==> src/rtl/core/stochastic_symbol_rewriter_assert.svh <==
// ============================================================================
// Stochastic symbol rewriter assertion macros
// Concurrent assertion helpers that compile away when NO_ASSERTIONS is set.
// ============================================================================
`ifndef STOCHASTIC_SYMBOL_REWRITER_ASSERT_SVH
`define STOCHASTIC_SYMBOL_REWRITER_ASSERT_SVH

`ifndef NO_ASSERTIONS

// Checks a property on every rising clock edge outside of reset.
`define SSR_ASSERT(lbl, clk, rstn, prop) \
  lbl: assert property (@(posedge clk) disable iff (!rstn) (prop)) \
    else $error("stochastic_symbol_rewriter: assertion failed");

// Checks that a condition in one cycle implies a condition in the next cycle.
`define SSR_ASSERT_NEXT(lbl, clk, rstn, ante, cons) \
  lbl: assert property (@(posedge clk) disable iff (!rstn) (ante) |=> (cons)) \
    else $error("stochastic_symbol_rewriter: assertion failed");

`else

`define SSR_ASSERT(lbl, clk, rstn, prop)
`define SSR_ASSERT_NEXT(lbl, clk, rstn, ante, cons)

`endif

`endif

==> src/rtl/core/ssr_pkg.sv <==
// ============================================================================
// Stochastic symbol rewriter package
// Shared constants, request and result types, and controller interface types.
// ============================================================================
package ssr_pkg;

  localparam int unsigned MAX_VARIATIONS = 64;
  localparam int unsigned MAX_RHS        = 32;

  localparam int unsigned SYM_W = 8;
  localparam int unsigned BND_W = 7;

  // Bounds are cumulative percentages; larger values saturate here.
  localparam logic [BND_W-1:0] BOUND_MAX = 7'd100;

  typedef enum logic [1:0] {
    OP_REWRITE = 2'd0,
    OP_BEGIN   = 2'd1,
    OP_APPEND  = 2'd2,
    OP_CLEAR   = 2'd3
  } op_e;

  typedef enum logic [1:0] {
    STS_OK          = 2'd0,
    STS_NO_COVER    = 2'd1,
    STS_TABLE_FULL  = 2'd2,
    STS_STRING_FULL = 2'd3
  } status_e;

  // Kind of a result that stands alone (one result, marked last).
  typedef enum logic [2:0] {
    RES_ACK      = 3'd0,
    RES_ECHO     = 3'd1,
    RES_NOCOVER  = 3'd2,
    RES_EMPTY    = 3'd3,
    RES_TAB_FULL = 3'd4,
    RES_STR_FULL = 3'd5
  } res_e;

  typedef struct packed {
    logic [1:0]       operation;
    logic [SYM_W-1:0] symbol;
    logic [BND_W-1:0] bound;
    logic [BND_W-1:0] draw;
    logic [SYM_W-1:0] rhs_char;
  } in_req_t;

  typedef struct packed {
    logic [SYM_W-1:0] out_symbol;
    logic             out_valid;
    logic             last;
    logic [1:0]       status;
  } out_res_t;

  // Commands from the controller to the datapath.
  typedef struct packed {
    logic clear;
    logic begin_var;
    logic append;
    logic capture;
    logic scan_run;
    logic len_rd;
    logic emit_start;
    logic emit_run;
    logic res_load;
    res_e res_kind;
  } cmd_t;

  // Status from the datapath to the controller.
  typedef struct packed {
    logic table_full;
    logic table_empty;
    logic string_full;
    logic scan_done;
    logic matched;
    logic hit;
    logic len_zero;
    logic emit_done;
    logic out_free;
  } sts_t;

endpackage

==> src/rtl/core/ssr_ctrl.sv <==
// ============================================================================
// Stochastic symbol rewriter controller
// Sequences loads, the rule scan, the length fetch and the symbol emission.
// ============================================================================
module ssr_ctrl (
  input  logic          clk_i,
  input  logic          rst_ni,
  input  logic          in_valid_i,
  input  logic [1:0]    op_i,
  output logic          in_stall_o,
  input  ssr_pkg::sts_t sts_i,
  output ssr_pkg::cmd_t cmd_o
);

  typedef enum logic [5:0] {
    S_IDLE    = 6'b000001,
    S_SCAN    = 6'b000010,
    S_LEN_RD  = 6'b000100,
    S_LEN_CHK = 6'b001000,
    S_EMIT    = 6'b010000,
    S_SINGLE  = 6'b100000
  } state_e;

  state_e          state_q, state_d;
  ssr_pkg::res_e   kind_q, kind_d;
  logic            accept;

  assign in_stall_o = !((state_q == S_IDLE) && sts_i.out_free);
  assign accept     = in_valid_i && !in_stall_o;

  always_comb begin
    state_d = state_q;
    kind_d  = kind_q;
    cmd_o   = '0;
    cmd_o.res_kind = ssr_pkg::RES_ACK;
    unique case (state_q)
      S_IDLE: begin
        if (accept) begin
          unique case (ssr_pkg::op_e'(op_i))
            ssr_pkg::OP_CLEAR: begin
              cmd_o.clear    = 1'b1;
              cmd_o.res_load = 1'b1;
            end
            ssr_pkg::OP_BEGIN: begin
              cmd_o.res_load = 1'b1;
              if (sts_i.table_full) begin
                cmd_o.res_kind = ssr_pkg::RES_TAB_FULL;
              end else begin
                cmd_o.begin_var = 1'b1;
              end
            end
            ssr_pkg::OP_APPEND: begin
              cmd_o.res_load = 1'b1;
              if (sts_i.table_empty) begin
                cmd_o.res_kind = ssr_pkg::RES_ACK;
              end else if (sts_i.string_full) begin
                cmd_o.res_kind = ssr_pkg::RES_STR_FULL;
              end else begin
                cmd_o.append = 1'b1;
              end
            end
            ssr_pkg::OP_REWRITE: begin
              cmd_o.capture = 1'b1;
              state_d       = S_SCAN;
            end
            default: begin
              cmd_o.res_load = 1'b1;
            end
          endcase
        end
      end
      S_SCAN: begin
        cmd_o.scan_run = 1'b1;
        if (sts_i.scan_done) begin
          if (!sts_i.matched) begin
            kind_d  = ssr_pkg::RES_ECHO;
            state_d = S_SINGLE;
          end else if (!sts_i.hit) begin
            kind_d  = ssr_pkg::RES_NOCOVER;
            state_d = S_SINGLE;
          end else begin
            state_d = S_LEN_RD;
          end
        end
      end
      S_LEN_RD: begin
        cmd_o.len_rd = 1'b1;
        state_d      = S_LEN_CHK;
      end
      S_LEN_CHK: begin
        if (sts_i.len_zero) begin
          kind_d  = ssr_pkg::RES_EMPTY;
          state_d = S_SINGLE;
        end else begin
          cmd_o.emit_start = 1'b1;
          state_d          = S_EMIT;
        end
      end
      S_EMIT: begin
        cmd_o.emit_run = 1'b1;
        if (sts_i.emit_done) begin
          state_d = S_IDLE;
        end
      end
      S_SINGLE: begin
        if (sts_i.out_free) begin
          cmd_o.res_load = 1'b1;
          cmd_o.res_kind = kind_q;
          state_d        = S_IDLE;
        end
      end
      default: begin
        state_d = S_IDLE;
      end
    endcase
  end

  always_ff @(posedge clk_i or negedge rst_ni) begin
    if (!rst_ni) begin
      state_q <= S_IDLE;
      kind_q  <= ssr_pkg::RES_ACK;
    end else begin
      state_q <= state_d;
      kind_q  <= kind_d;
    end
  end

endmodule

==> config.mk <==
export PLATFORM = sky130hd
export DESIGN_NAME = ssr_ctrl
export DESIGN_NICKNAME = d
export VERILOG_FILES = /design/src/rtl/core/stochastic_symbol_rewriter_assert.svh /design/src/rtl/core/ssr_pkg.sv /design/src/rtl/core/ssr_ctrl.sv
export SDC_FILE = /design/constraint.sdc
export NUM_CORES = 1
export LEC_CHECK = 0
export ABC_AREA = 1
export BUFFER_PORTS_ARGS = -buffer_cell sky130_fd_sc_hd__buf_4
export CELL_PAD_IN_SITES_DETAIL_PLACEMENT = 0
export CELL_PAD_IN_SITES_GLOBAL_PLACEMENT = 1
export CORE_ASPECT_RATIO = 0.75
export CORE_MARGIN = 2
export CORE_UTILIZATION = 29
export CTS_CLUSTER_DIAMETER = 30
export DETAILED_ROUTE_END_ITERATION = 12
export PLACE_DENSITY_LB_ADDON = 0.15
export SKIP_CTS_REPAIR_TIMING = 1
export SLEW_MARGIN = 20
export SYNTH_ARGS = -nofsm -noshare
export SYNTH_HDL_FRONTEND = slang
export SYNTH_SLANG_ARGS = --single-unit
==> constraint.sdc <==
create_clock -name clk_i -period 1.1 [get_ports clk_i]
set_input_delay 0.165 -clock clk_i [delete_from_list [all_inputs] [get_ports clk_i]]
set_output_delay 0.165 -clock clk_i [all_outputs]
set_load 0.01 [all_outputs]
==> flow_metrics.tcl <==
set metrics [dict create \
    ios 27 \
    num_vias 802 \
    grt_util_met3 0.0534 \
    synthFlopType "dfrtp_1" \
    fin_ws_ps -579 \
    gr-total-overflow 0 \
    power_leakage_nw 0.684 \
    period_needed_ps 1680 \
    clk_latency_ps 260 \
    stdcell_count 191 \
    grt_setup_unrepaired "true" \
    die_h_um 46.5 \
    holdCritStartpoint "sts_i[3]" \
    power_density_nw_per_um2 962 \
    power.clock.fraction 0.223 \
    layout-drive-gt1-share 0.490 \
    reg2reg_slack_ps -440 \
    nets 176 \
    hold_path.class "in -> reg" \
    start_util 0.304 \
    rows 15 \
    grt_max_degree 9 \
    syn-num-nets 121 \
    dpl_cell_area_um2 1090 \
    period_share 1.53 \
    first_global_vias 728 \
    synth_cells 103 \
    antenna_found_initial 0 \
    internal-power_w 0.000749 \
    synthArstFlopShare 1.00 \
    swShare 0.348 \
    place_hpwl_um 1600 \
    grt_pass1_wl_um 3160 \
    ctsRootBufferMaster "clkbuf_4" \
    vdd.ir_drop.worst_mv 0.685 \
    crit_chain "nor2_4 > nand2_4 > nor2_4 > nand2_4 > nor2_4 > inv_4 > nor3_2 > buf_4" \
    crit_fanout 6 \
    synth-edff-count 0 \
    finalHoldViolations 0 \
    grt_use_met2 0.230 \
    power_frac_comb 0.434 \
    design_area_um2 1190 \
    relSlewSlack 0.783 \
    p_sw_w 0.000400 \
    tritoncts "yes" \
    status "finished with violations" \
    violations "negative setup slack" \
    crit_path_max_incr_delay_ps 420 \
    yosys-top-cells-count "inv_1, nand2_1, nor2_1, dfrtp_1, nand3_1" \
    cpMostUsedCell "nor2_4" \
    numPortBuffers 26 \
    clock_skew_ps 3.74 \
    yosysUniqueCellTypes 21 \
    dp_slack_ps -320 \
    h-tree-depth 1 \
    setup_viol 20 \
    min_to "state_q[2]" \
    drt_iter0_markers 27 \
    track_usage 0.157 \
    slowest_stage "dfrtp_1" \
    fillers 247 \
    path_class "reg -> out" \
    synth.most_common_cell "inv_1" \
    clockBufferDepth 2 \
    drv_cap 0 \
    worst_pin_slew_ps 324 \
    cts_buffers 3 \
    hold_slack_ps 169 \
    ant_nets 0 \
    top_usage_layer "met2" \
    drt-pass1-iter-count 4 \
    drt_wl_total_um 1940 \
    ys_seq_area_frac 0.289 \
    cp.arrival_ps 1510 \
    dieWidth_um 60.6 \
    synth_largest_area_cell "dfrtp_1" \
    cts_num_sinks 8 \
    synthDominantCellAreaShare 0.251 \
    slew_violations 0 \
    dp_cells 182 \
    ys_warn_count 0 \
    cp_data_required_time_ps 940 \
    postSynthAreaPerCell_um2 6.77 \
    syn_to_final_growth_pct 71.3 \
    yosys-top-cells-area "dfrtp_1, inv_1, nand2_1" \
    coreArea_um2 2290 \
    synth.cell_area_um2 697 \
    met1_usage 0.215 \
    dieArea_um2 2820 \
    antenna_cells 0 \
    path_delay_family "simple AND/OR/NAND/NOR gates" \
    max_freq_ghz 0.595 \
    totalPowerFinal_w 0.00115 \
    seqPwrFrac 0.343 \
    wire_per_inst_um 10.1 \
    min_path_cells 3 \
    reg2reg_depth 7 \
    crit_path_end_kind "primary output" \
    vias_per_cell 4.20 \
    synth-seq-cells 8 \
    critPathLaunchType "flip-flop" \
    worst-path-buf-inv 2 \
    clkSlewWorstSetupHoldPaths_ps 60 \
    drc 0 \
    worst_r2r_endpoint "state_q[5]" \
    r2r_start "state_q[4]" \
    gp_congestion 0.780 \
]
power groups by stage:
stage | Clock, W | Sequential, W | Combinational [W]
3_5_place_dp | 0 | 0.000396 | 0.000465
6_report | 0.000256 | 0.000394 | 0.000498
5_1_grt | 0.000277 | 0.000403 | 0.000558
2_1_floorplan | 0 | 0.000389 | 0.000239
3_3_place_gp | 0 | 0.000397 | 0.000461
4_1_cts | 0.000264 | 0.000391 | 0.000467
cell type report:
type / count / area, µm² / area share
multi-input cells: 69 / 438 / 0.367
repair buffers: 51 / 389 / 0.326
clock buffers: 4 / 26.3 / 0.0220
inverters: 25 / 96.3 / 0.0807
well taps: 34 / 42.5 / 0.0356
flip-flops and latches: 8 / 201 / 0.169
flip-flops by register name, summed over array words and instances (netlist names):
signal / cells
state_q: 6
kind_q: 2
through the flow:
stage	setup TNS, ps	utilization
after floorplan	-2180	-
after global placement	-4100	0.476
after detailed placement	-4320	0.476
after CTS	-8200	0.487
after global routing	-10430	0.521
final	-8600	0.521
placed cells by master, fill, tap and decap left out, drive strengths merged:
master | netlist | layout
nand3 | 7 | 7
inv | 25 | 25
dlygate4sd3 | 0 | 1
buf | 1 | 50
o31ai | 1 | 1
dfstp | 1 | 1
nor2 | 22 | 22
nand2 | 22 | 22
clkbuf | 0 | 4
ha | 4 | 4
dfrtp | 7 | 7
o21ai | 3 | 3
nor3 | 1 | 1
a21oi | 1 | 1
nand4 | 7 | 7
and3 | 1 | 1
how the worst max path moves through the flow:
stage | startpoint | to | slack (ps) | cells past startpoint
after floorplan | state_q[3] | cmd_o[2] | -260 | 7
after global placement | state_q[0] | cmd_o[11] | -310 | 7
after detailed placement | state_q[3] | cmd_o[2] | -320 | 8
after CTS | state_q[0] | cmd_o[2] | -610 | 7
after global routing | state_q[4] | cmd_o[2] | -670 | 8
final | state_q[4] | cmd_o[2] | -580 | 8
worst register-to-register path, delay by kind of cell, from the launching register on:
kind,cells,cell delay (ps)
AND/OR/NAND/NOR,4,500
buffers and inverters,3,480
flip-flops,1,420
cells by family after synthesis:
group / after synthesis / share of synthesized area
AND/OR/NAND/NOR: 60 / 0.443
flip-flops: 8 / 0.289
adder cells (fa/ha/maj): 4 / 0.0718
AO/OA/AOI/OAI: 5 / 0.0503
buffers and inverters: 26 / 0.145
per-layer routing:
metal  vias up  wire [µm]
met5         -          0
met4         0         21
met3         2        101
met2        18        832
met1       356        980
li1        426          -
Note: power is estimated with default switching activity, not from simulation.
